`src/hw/rtl/cps_pkg.sv`:
```
// Package for the cam/crank phase synchronizer.
// Holds sizes, angle constants, the phase code and the structs shared by
// the input stage, the phase core and the top level. No dependencies.
package cps_pkg;

    // Width of the wrapping reject and sync counters.
    localparam int COUNT_WIDTH  = 16;
    // Bits of the tooth index that the tracker looks at.
    localparam int TOOTH_WIDTH  = 8;

    // Fixed widths of the item and register fields.
    localparam int TOOTH_IN_W   = 8;
    localparam int ANGLE_W      = 12;
    localparam int CYCLE_W      = 13;
    localparam int TOL_W        = 11;
    localparam int COUNT_OUT_W  = 16;
    localparam int DIFF_W       = 14;
    localparam int CFG_DATA_W   = 12;

    // Angles in tenths of a degree.
    localparam int FULL_REV     = 3600;
    localparam int HALF_REV     = 1800;
    localparam int CYCLE_LEN    = 7200;

    typedef enum logic [1:0] {
        PH_NOCRANK = 2'd0,
        PH_WAIT    = 2'd1,
        PH_SYNCED  = 2'd2
    } t_phase;

    // Configuration register indexes.
    typedef enum logic {
        CFG_SYNC_ANGLE = 1'b0,
        CFG_TOLERANCE  = 1'b1
    } t_cfg_addr;

    typedef enum logic {
        CMD_CRANK = 1'b0,
        CMD_CAM   = 1'b1
    } t_cmd;

    typedef struct packed {
        logic                  cmd;
        logic                  crank_synced;
        logic [TOOTH_IN_W-1:0] tooth_index;
        logic [ANGLE_W-1:0]    crank_angle;
    } t_item;

    typedef struct packed {
        logic [ANGLE_W-1:0] cam_sync_angle;
        logic [TOL_W-1:0]   tolerance;
    } t_cfg;

    typedef struct packed {
        t_phase                 phase;
        logic                   revolution;
        logic [CYCLE_W-1:0]     cycle_angle;
        logic [COUNT_WIDTH-1:0] reject_count;
        logic [COUNT_WIDTH-1:0] sync_count;
    } t_result;

endpackage

```
`src/hw/rtl/cps_in_stage.sv`:
```
// Input register of the phase synchronizer.
// Holds one accepted item until the phase core consumes it; uses cps_pkg.
module cps_in_stage (
    input  logic           i_clk,
    input  logic           i_rst_n,
    input  logic           i_valid,
    input  cps_pkg::t_item i_item,
    input  logic           i_take,
    output logic           o_full,
    output logic           o_load_ok,
    output cps_pkg::t_item o_item
);
    import cps_pkg::*;

    logic  r_valid;
    t_item r_item;
    logic  load;

    // A new item may enter when the register is empty or is drained this cycle.
    assign o_load_ok = !r_valid || i_take;
    assign load      = i_valid && o_load_ok;

    always_ff @(posedge i_clk) begin
        if (!i_rst_n) begin
            r_valid <= 1'b0;
        end else if (load) begin
            r_valid <= 1'b1;
        end else if (i_take) begin
            r_valid <= 1'b0;
        end
    end

    always_ff @(posedge i_clk) begin
        if (load) begin
            r_item <= i_item;
        end
    end

    assign o_full = r_valid;
    assign o_item = r_item;

endmodule

```
`src/hw/rtl/cps_phase_core.sv`:
```
// Phase tracking state and its update for one item.
// The state registers double as the result register; uses cps_pkg.
module cps_phase_core (
    input  logic             i_clk,
    input  logic             i_rst_n,
    input  logic             i_update,
    input  cps_pkg::t_item   i_item,
    input  cps_pkg::t_cfg    i_cfg,
    output cps_pkg::t_result o_result
);
    import cps_pkg::*;

    t_phase                 r_phase,      n_phase;
    logic                   r_rev,        n_rev;
    logic [CYCLE_W-1:0]     r_cycle,      n_cycle;
    logic [TOOTH_WIDTH-1:0] r_prev_tooth, n_prev_tooth;
    logic [COUNT_WIDTH-1:0] r_reject,     n_reject;
    logic [COUNT_WIDTH-1:0] r_sync,       n_sync;

    logic [TOOTH_WIDTH+TOOTH_IN_W-1:0] tooth_ext;
    logic [TOOTH_WIDTH-1:0]            tooth;
    logic signed [DIFF_W-1:0]          diff;
    logic signed [DIFF_W-1:0]          diff_fold;
    logic [DIFF_W-1:0]                 diff_abs;
    logic                              cam_bad;
    logic [CYCLE_W-1:0]                cycle_sum;
    logic [CYCLE_W-1:0]                cycle_wrap;

    assign tooth_ext = {{TOOTH_WIDTH{1'b0}}, i_item.tooth_index};
    assign tooth     = tooth_ext[TOOTH_WIDTH-1:0];

    // Shortest distance on the 360-degree circle; one fold step covers the
    // whole input range.
    always_comb begin
        diff = $signed({2'b00, i_item.crank_angle}) - $signed({2'b00, i_cfg.cam_sync_angle});
        if (diff > DIFF_W'(HALF_REV)) begin
            diff_fold = diff - DIFF_W'(FULL_REV);
        end else if (diff < -DIFF_W'(HALF_REV)) begin
            diff_fold = diff + DIFF_W'(FULL_REV);
        end else begin
            diff_fold = diff;
        end
        diff_abs = diff_fold[DIFF_W-1] ? DIFF_W'(-diff_fold) : DIFF_W'(diff_fold);
        cam_bad  = diff_abs > DIFF_W'(i_cfg.tolerance);
    end

    always_comb begin
        n_phase      = r_phase;
        n_rev        = r_rev;
        n_cycle      = r_cycle;
        n_prev_tooth = r_prev_tooth;
        n_reject     = r_reject;
        n_sync       = r_sync;
        cycle_sum    = '0;
        cycle_wrap   = '0;

        if (i_item.cmd == CMD_CRANK) begin
            if (!i_item.crank_synced) begin
                n_phase = PH_NOCRANK;
                n_rev   = 1'b0;
                n_cycle = '0;
            end else begin
                // The tooth index wrapping to zero marks the gap.
                if (tooth == '0 && r_prev_tooth != '0 && r_phase == PH_SYNCED) begin
                    n_rev = !r_rev;
                end
                n_prev_tooth = tooth;
                if (r_phase == PH_NOCRANK) begin
                    n_phase = PH_WAIT;
                end
                cycle_sum  = {1'b0, i_item.crank_angle}
                           + (n_rev ? CYCLE_W'(FULL_REV) : CYCLE_W'(0));
                cycle_wrap = (cycle_sum >= CYCLE_W'(CYCLE_LEN))
                           ? cycle_sum - CYCLE_W'(CYCLE_LEN) : cycle_sum;
                if (r_phase == PH_SYNCED) begin
                    n_cycle = cycle_wrap;
                end else begin
                    n_cycle = {1'b0, i_item.crank_angle};
                end
            end
        end else begin
            case (r_phase)
                PH_NOCRANK: begin
                end
                PH_SYNCED: begin
                    if (cam_bad) begin
                        n_reject = r_reject + COUNT_WIDTH'(1);
                    end else if (r_rev) begin
                        // Good cam edge in the wrong revolution corrects the phase.
                        n_rev    = 1'b0;
                        n_reject = r_reject + COUNT_WIDTH'(1);
                    end
                end
                default: begin
                    if (cam_bad) begin
                        n_reject = r_reject + COUNT_WIDTH'(1);
                    end else begin
                        n_rev   = 1'b0;
                        n_phase = PH_SYNCED;
                        n_sync  = r_sync + COUNT_WIDTH'(1);
                        n_cycle = {1'b0, i_item.crank_angle};
                    end
                end
            endcase
        end
    end

    always_ff @(posedge i_clk) begin
        if (!i_rst_n) begin
            r_phase      <= PH_NOCRANK;
            r_rev        <= 1'b0;
            r_cycle      <= '0;
            r_prev_tooth <= '0;
            r_reject     <= '0;
            r_sync       <= '0;
        end else if (i_update) begin
            r_phase      <= n_phase;
            r_rev        <= n_rev;
            r_cycle      <= n_cycle;
            r_prev_tooth <= n_prev_tooth;
            r_reject     <= n_reject;
            r_sync       <= n_sync;
        end
    end

    assign o_result.phase        = r_phase;
    assign o_result.revolution   = r_rev;
    assign o_result.cycle_angle  = r_cycle;
    assign o_result.reject_count = r_reject;
    assign o_result.sync_count   = r_sync;

endmodule

```
`src/hw/rtl/cam_crank_phase_sync.sv`:
```
// Top level of the cam/crank engine phase synchronizer.
// Instantiates cps_in_stage and cps_phase_core; uses cps_pkg.
//
//   Channel   Direction  Handshake           Payload
//   input     in         i_valid / o_stall   i_cmd, i_crank_synced, i_tooth_index, i_crank_angle
//   output    out        o_valid / i_stall   o_phase_state, o_revolution, o_cycle_angle,
//                                            o_reject_count, o_sync_count
//   config    in         i_cfg_wr_en         i_cfg_addr, i_cfg_wdata
//
// One item per cycle sustained while i_stall is low; each accepted item passes
// through the input register and then the phase state register, which is also
// the result register, before its result is offered.
// Synchronous active-low reset clears the phase state, counters, configuration and valid flags.
// While the result is stalled, the input register still takes one more item.
module cam_crank_phase_sync (
    input  logic                                i_clk,
    input  logic                                i_rst_n,
    input  logic                                i_valid,
    output logic                                o_stall,
    input  logic                                i_cmd,
    input  logic                                i_crank_synced,
    input  logic [cps_pkg::TOOTH_IN_W-1:0]      i_tooth_index,
    input  logic [cps_pkg::ANGLE_W-1:0]         i_crank_angle,
    output logic                                o_valid,
    input  logic                                i_stall,
    output logic [1:0]                          o_phase_state,
    output logic                                o_revolution,
    output logic [cps_pkg::CYCLE_W-1:0]         o_cycle_angle,
    output logic [cps_pkg::COUNT_OUT_W-1:0]     o_reject_count,
    output logic [cps_pkg::COUNT_OUT_W-1:0]     o_sync_count,
    input  logic                                i_cfg_wr_en,
    input  logic                                i_cfg_addr,
    input  logic [cps_pkg::CFG_DATA_W-1:0]      i_cfg_wdata
);
    import cps_pkg::*;

    t_item   in_item;
    t_item   stage_item;
    t_cfg    r_cfg;
    t_result result;
    logic    stage_full;
    logic    load_ok;
    logic    advance;
    logic    r_out_valid;

    logic [COUNT_WIDTH+COUNT_OUT_W-1:0] reject_ext;
    logic [COUNT_WIDTH+COUNT_OUT_W-1:0] sync_ext;

    assign in_item.cmd          = i_cmd;
    assign in_item.crank_synced = i_crank_synced;
    assign in_item.tooth_index  = i_tooth_index;
    assign in_item.crank_angle  = i_crank_angle;

    // The staged item moves into the result register when that register is free.
    assign advance = stage_full && (!r_out_valid || !i_stall);
    assign o_stall = !load_ok;

    always_ff @(posedge i_clk) begin
        if (!i_rst_n) begin
            r_cfg <= '0;
        end else if (i_cfg_wr_en) begin
            case (t_cfg_addr'(i_cfg_addr))
                CFG_SYNC_ANGLE: r_cfg.cam_sync_angle <= i_cfg_wdata[ANGLE_W-1:0];
                CFG_TOLERANCE:  r_cfg.tolerance      <= i_cfg_wdata[TOL_W-1:0];
                default: begin
                end
            endcase
        end
    end

    always_ff @(posedge i_clk) begin
        if (!i_rst_n) begin
            r_out_valid <= 1'b0;
        end else if (advance) begin
            r_out_valid <= 1'b1;
        end else if (!i_stall) begin
            r_out_valid <= 1'b0;
        end
    end

    cps_in_stage u_in_stage (
        .i_clk     (i_clk),
        .i_rst_n   (i_rst_n),
        .i_valid   (i_valid),
        .i_item    (in_item),
        .i_take    (advance),
        .o_full    (stage_full),
        .o_load_ok (load_ok),
        .o_item    (stage_item)
    );

    cps_phase_core u_core (
        .i_clk    (i_clk),
        .i_rst_n  (i_rst_n),
        .i_update (advance),
        .i_item   (stage_item),
        .i_cfg    (r_cfg),
        .o_result (result)
    );

    assign reject_ext = {{COUNT_OUT_W{1'b0}}, result.reject_count};
    assign sync_ext   = {{COUNT_OUT_W{1'b0}}, result.sync_count};

    assign o_valid        = r_out_valid;
    assign o_phase_state  = result.phase;
    assign o_revolution   = result.revolution;
    assign o_cycle_angle  = result.cycle_angle;
    assign o_reject_count = reject_ext[COUNT_OUT_W-1:0];
    assign o_sync_count   = sync_ext[COUNT_OUT_W-1:0];

endmodule
```
`config.mk`:
```
export PLATFORM = sky130hd
export DESIGN_NAME = cam_crank_phase_sync
export DESIGN_NICKNAME = d
export VERILOG_FILES = /design/src/hw/rtl/cps_pkg.sv /design/src/hw/rtl/cps_in_stage.sv /design/src/hw/rtl/cps_phase_core.sv /design/src/hw/rtl/cam_crank_phase_sync.sv
export SDC_FILE = /design/constraint.sdc
export NUM_CORES = 1
export LEC_CHECK = 0
export BUFFER_PORTS_ARGS = -buffer_cell sky130_fd_sc_hd__clkbuf_2
export CAP_MARGIN = 20
export CORE_ASPECT_RATIO = 0.6
export CORE_MARGIN = 2
export CORE_UTILIZATION = 30
export CTS_BUF_LIST = sky130_fd_sc_hd__clkbuf_2 sky130_fd_sc_hd__clkbuf_4 sky130_fd_sc_hd__clkbuf_8
export DETAILED_ROUTE_END_ITERATION = 10
export SLEW_MARGIN = 15
export SYNTH_ARGS = -nofsm -noshare
export SYNTH_HDL_FRONTEND = slang
export SYNTH_SLANG_ARGS = --single-unit
```
`constraint.sdc`:
```
create_clock -name i_clk -period 6.1 [get_ports i_clk]
set_input_delay 0 -clock i_clk [delete_from_list [all_inputs] [get_ports i_clk]]
set_output_delay 0 -clock i_clk [all_outputs]
set_load 0.05 [all_outputs]
```
### After elaboration in Yosys (flattened, before gate mapping)

Index checks and enable logic that the tools add are counted.

| word-level totals | value |
|---|---|
| bits of input ports | 40 |
| register bits after elaboration | 103 |
| logic and storage cells | 93 |
| output and inout bits | 50 |

| operators by class | value |
|---|---|
| bitwise logic cells | 5 |
| reductions and logical operators | 26 |
| muxes and demuxes | 30 |
| eq/ne operators | 6 |
| magnitude comparators | 4 |
| $add $sub $neg | 8 |

Operators with widths:

| operator | count |
|---|---|
| 13-bit two-way mux | 6 |
| 16-bit two-way mux | 3 |
| 14-bit two-way mux | 3 |
| 16-bit by 1-bit adder with 16-bit output, second input constant | 2 |
| 16-bit case mux with 2 select lines | 1 |
| 14-bit by 13-bit adder with 14-bit output, second input constant | 1 |
| 14-bit by 11-bit > comparator with 1-bit output | 1 |
| 14-bit by 12-bit > comparator with 1-bit output, second input constant | 1 |
| 14-bit by 12-bit < comparator with 1-bit output, second input constant | 1 |
| 14-bit negator | 1 |
| 14-bit by 13-bit subtractor with 14-bit output, second input constant | 1 |
| 12-bit by 13-bit adder with 13-bit output | 1 |
| 13-bit greater-or-equal comparator, second input constant | 1 |
| 12-bit by 12-bit subtractor with 13-bit output | 1 |
| 13-bit subtractor, second input constant | 1 |
| 12-bit two-way mux | 1 |
| 1-bit two-way mux | 11 |
| 2-bit two-way mux | 5 |
| 3-bit AND reduction | 3 |
| 8-bit zero test | 1 |
| 4-bit AND reduction | 2 |
| 8-bit nonzero test | 1 |
| 2-bit != test, second input constant | 3 |
| 2-bit nonzero test | 3 |
| 11 further kinds | 24 |

### Longest topological paths before layout

| logic depth | value |
|---|---|
| depth after elaboration | 13 |
| gate-level depth with buffers | 30 |
| mapped depth without buffers | 29 |

### Hierarchy

From an unflattened synthesis, not the netlist that was laid out.

| unflattened totals | value |
|---|---|
| cells, all modules | 724 |
| area total of the unflattened synthesis | 6433.7 um^2 |

By module, submodules not included:

| module | cells an instance | seq. area each (um^2) | area each (um^2) | instances |
|---|---|---|---|---|
| cps_phase_core | 603 | 1121.1 | 4763.3 | 1 |
| cam_crank_phase_sync | 94 | 480.5 | 952.2 | 1 |
| cps_in_stage | 27 | 680.7 | 718.2 | 1 |

### Least setup slack after synthesis

Ideal clock, no wire load.

| timing | value |
|---|---|
| path type | register to register |
| start | register u_in_stage.r_item (netlist bit u_in_stage.o_item[4]) |
| end | register u_core.r_cycle[8] |
| library setup time | 122 ps |
| buffers on the path | 2 |
| clock period less this slack | 5830 ps |
| stages on the path, launching flop included | 26 |
| arrival | 5709 ps |
| setup slack | 270 ps |
| path through | edfxtp_1 ha_1 o211a_1 o21a_1 nor3_1 or2_2 clkbuf_1 ha_1 nand2_1 mux2_2 a221o_2 mux2i_1 a2111oi_4 nand4b_1 o31ai_1 xnor2_1 ha_1 nor2b_1 o21ai_0 o21ai_0 o32a_1 a41oi_2 nand3_1 a21o_1 buf_2 o311a_1 |

| on the way | value |
|---|---|
| longest elaborated chain between the ends | 9 |

Ends and longest elaborated chain:

| element | line | text |
|---|---|---|
| from (decl) | cps_in_stage.sv:16 | `t_item r_item;` |
| from (signal assigned) | cps_in_stage.sv:35 | `r_item <= i_item;` |
| 12-bit by 12-bit subtractor with 13-bit output | cps_phase_core.sv:35 | `diff = $signed({2'b00, i_item.crank_angle}) - $signed({2'b00, i_cfg.cam_sync_angle});` |
| 14-bit by 13-bit adder with 14-bit output or 14-bit by 12-bit < comparator with 1-bit output (tied branches) | cps_phase_core.sv:39, cps_phase_core.sv:38 |  |
| 14-bit two-way mux | cps_phase_core.sv:38 | `end else if (diff < -DIFF_W'(HALF_REV)) begin` |
| 14-bit two-way mux | cps_phase_core.sv:36 | `if (diff > DIFF_W'(HALF_REV)) begin` |
| 14-bit negator | cps_phase_core.sv:43 | `diff_abs = diff_fold[DIFF_W-1] ? DIFF_W'(-diff_fold) : DIFF_W'(diff_fold);` |
| 14-bit two-way mux | cps_phase_core.sv:43 |  |
| 14-bit by 11-bit > comparator with 1-bit output | cps_phase_core.sv:44 | `cam_bad = diff_abs > DIFF_W'(i_cfg.tolerance);` |
| 2-bit != test (no line) | -- |  |
| 3-bit AND reduction (no line) | -- |  |
| to (signal assigned) | cps_phase_core.sv:119 | `r_cycle <= n_cycle;` |
| to (decl) | cps_phase_core.sv:15 | `logic [CYCLE_W-1:0] r_cycle, n_cycle;` |

Several ways; a longest one is shown, not always the timed one.
A chain may end at the register's enable or synchronous reset.

### Worst setup path after layout

| timing | value |
|---|---|
| start | register u_in_stage.r_item (netlist bit u_in_stage.o_item[0]) |
| end | register u_core.r_sync[9] |

| on the way | value |
|---|---|
| longest elaborated chain between the ends | 9 |

Ends and longest elaborated chain:

| element | line | text |
|---|---|---|
| 12-bit by 12-bit subtractor with 13-bit output (*) | cps_phase_core.sv:35 |  |
| 14-bit by 13-bit adder with 14-bit output or 14-bit by 12-bit < comparator with 1-bit output (tied branches) | cps_phase_core.sv:39, cps_phase_core.sv:38 |  |
| 14-bit two-way mux | cps_phase_core.sv:38 |  |
| 14-bit two-way mux (*) | cps_phase_core.sv:36 |  |
| 14-bit negator | cps_phase_core.sv:43 |  |
| 14-bit two-way mux (*) | cps_phase_core.sv:43 |  |
| 14-bit by 11-bit > comparator with 1-bit output (*) | cps_phase_core.sv:44 |  |
| 1-bit inverter (no line) (*) | -- |  |
| 4-bit AND reduction (no line) (*) | -- |  |
| to (signal assigned) | cps_phase_core.sv:122 | `r_sync <= n_sync;` |
| to (decl) | cps_phase_core.sv:18 | `logic [COUNT_WIDTH-1:0] r_sync, n_sync;` |

Mark *: on every way between the ends. The rest lies on a longest branch, timed or not.

==> results.ini <==
[routing]
dr_total_vias=6045
initialDrtViolationCount=454
viasPerCell=5.10
drt_pre_antenna_iters=5
drtAntennaViolNets=0
wl_per_cell_microns=16.5
wirelength_routed_microns=19600
drc=0

[run]
maxCapViolCount=0

[yosys]
number_of_flops_mapped_to_enable_cells_by_yosys=22
synth_most_common_cell=nand2_1
synth.distinct_cells=76
main_combinational_cell_family_by_area_after_synthesis=simple AND/OR/NAND/NOR gates
synth-seq-cells=103
mappedNetlistArea_sq_um=6520
netlist.area_leader.share_pct=24.9
yosys.area_share.simple_pct=23.4
post_synthesis_compound_gate_area_fraction_pct=21.7
fraction_of_synthesis_flops_using_an_asynchronous_set_or_reset_pin_pct=0
synth.net_count=828
synth_sequential_area_ratio_pct=35.0
synthFlopType=dfxtp_1
synthTopCellsByArea=dfxtp_1 (25%), edfxtp_1 (10%), ha_1 (6.7%)
number_of_standard_cells_after_synthesis=752
netlist_top_cells_count=nand2_1 (107), dfxtp_1 (81), a21boi_0 (44), inv_1 (37), xnor2_1 (37)
multiplexer_share_of_the_synthesized_area_pct=1.57
yosys_warnings=0
synth-adder-area-share_pct=7.03
post-synth-top-area-cell=dfxtp_1
syn_area_per_cell_sq_um=8.67
yosys.area_share.xor_xnor_pct=7.26

[setup_path]
crit_path_max_incr_delay_ns=0.42
critical_path.n_buffers_inverters=4
rrSetupSlack_ns=0.13
worst_path_max_delay_cell=a221o_2
worst_ep_required_time_ns=6.39
timing.critical_path.arrival_ns=6.26
worstPathMaxFanout=6
timing.critical_path.from_type=flip-flop
critPathCaptureType=flip-flop
crit_path_category=reg -> reg
critical-path-top-delay-family=compound AO/OA/AOI/OAI gates

[grt]
grt_start_max_net_pins=86
grt_pass1_wl_microns=30100
initial_antenna_violation_count=0
vias_in_the_first_global_route=5350
grt_overflow_total=0
grt_use_total_pct=16.5

[timing]
clock-skew-final_ns=0.0191
setup_violations=0
worst-slew-pin-transition_ns=0.821
grt_setup_unrepaired=yes
period_utilization_pct=97.9
hold_viol_final=0
clock_period_minus_worst_slack_ns=5.97
setup-tns-final_ns=0
drv_slew=0
fin_hold_ws_ns=0.111
fmax_mhz=167
relSlewSlack_pct=45.1

[floorplanning]
boundary_pins=90
chipHeight_microns=118
fp-row-count=41
start_util_pct=30.8
die_outline_area_sq_um=23000
core-area_sq_um=21100
die_width_microns=194

[placed_design]
gp_routability_congestion=0.923
port_buffers=89
placedInstanceArea_sq_um=7420
dp.final_hpwl_microns=14400

[run_status]
status=complete, no violations

[clock_network]
path_clk_slew_ns=0.12
clk-insertion-delay-late_ns=0.40
cts_max_level=3
clk_root_buffer_cell=clkbuf_8
cts-buffers-inserted=9
tritoncts=yes
cts_sinks=103
cts_buffer_depth=2

[power]
power_leakage_uw=0.00338
p_per_area_nw_per_um2=230
max-vdd-ir-drop_mv=0.108
design_power_total_uw=1930

[layout]
n_fill_cell=2108
final_util_pct=39.7
finalNetCount=979
post_route_cells_drive_above_1_share_pct=24.5
area_growth_syn_to_fin_pct=28.8
antenna_cells=0
final_design_area_no_fill_sq_um=8400
multi_input_comb_area_sq_um=4270
ff_latch_area_sq_um=2280

[worst_hold_path]
worst_hold_path_type=in -> reg

[final cells by class]
cell class	count	area share (%)
tap	279	4.16
multi-input combinational	582	50.9
inverter	37	1.65
clock inverter	5	0.700
timing repair buffer	170	13.8
sequential	103	27.2
clock buffer	10	1.56
[final timing paths]
path	end	cells past startpoint	from
worst max-delay path	u_core.r_sync[9]	27	u_in_stage.o_item[0]
worst min-delay path	r_cfg[17]	4	i_cfg_addr
worst max register to register	u_core.r_sync[9]	27	u_in_stage.o_item[0]
worst min register to register	u_core.r_prev_tooth[0]	2	u_core.r_prev_tooth[0]
[sequential cells by signal (all words and copies together) (netlist names)]
| register | cells |
|---|---|
| r_cfg | 23 |
| u_core.r_cycle | 13 |
| u_core.r_reject | 16 |
| u_in_stage.o_full | 1 |
| u_core.r_sync | 16 |
| u_in_stage.o_item | 22 |
| u_core.r_prev_tooth | 8 |
| u_core.r_phase | 2 |
| u_core.r_rev | 1 |
| o_valid | 1 |
[power breakdown]
part           internal [uW]  switching [uW]
clock                    193             253
combinational            336             410
sequential               719            19.5
[what timing repair did]
item | in CTS | in global routing
hold buffers | 36 | 0
resized for setup | 5 | 72
buffers inserted | 0 | 12
endpoints found under the setup margin | 10 | 48
gates cloned | 0 | 2
pin swaps | 0 | 31
endpoints found under the hold margin | 47 | 0
[layout by cell type (no fill, tap or decap), types with 11 or more instances in the layout]
master	instances
and3_1	13
edfxtp_1	22
nor2_1	26
buf_4	40
nor2b_1	14
ha_1	30
a21boi_0	39
and2_1	24
clkbuf_2	89
nand2_1	106
xnor2_1	36
a21oi_1	18
dfxtp_1	81
or3_1	11
nor3_1	11
o21ai_0	15
nand3_1	26
dlygate4sd3_1	36
inv_1	35
xor2_1	16
[metrics by stage]
step / cells / setup WS, ns
detailed placement: 1121 / 0.0409
floorplan: 752 / 0.270
CTS: 1172 / 0.00380
finish: 1186 / 0.127
global route: 1186 / -0.150
global placement: 1121 / 0.120
[routing by layer]
layer | part of all wire (%) | track usage, % | vias up
met5 | 0 | 0 | -
met4 | 1.1 | 3.17 | 0
met3 | 6.2 | 3.82 | 16
met2 | 37 | 21.0 | 190
met1 | 55 | 27.0 | 2826
li1 | - | - | 3013
[logic make-up after synthesis]
kind of cell,count (synthesis)
AO/OA/AOI/OAI,181
XOR/XNOR,54
adder cells (fa/ha/maj),36
buffers and inverters,67
flip-flops,103
multiplexers,10
AND/OR/NAND/NOR,301
[worst min-delay path, cell delays in order]
cell and delay (ns):
clkbuf_2 0.11, nor2b_1 0.17, nand2_1 0.11, a21boi_0 0.06
No activity file was read; power rests on OpenSTA's default activity.
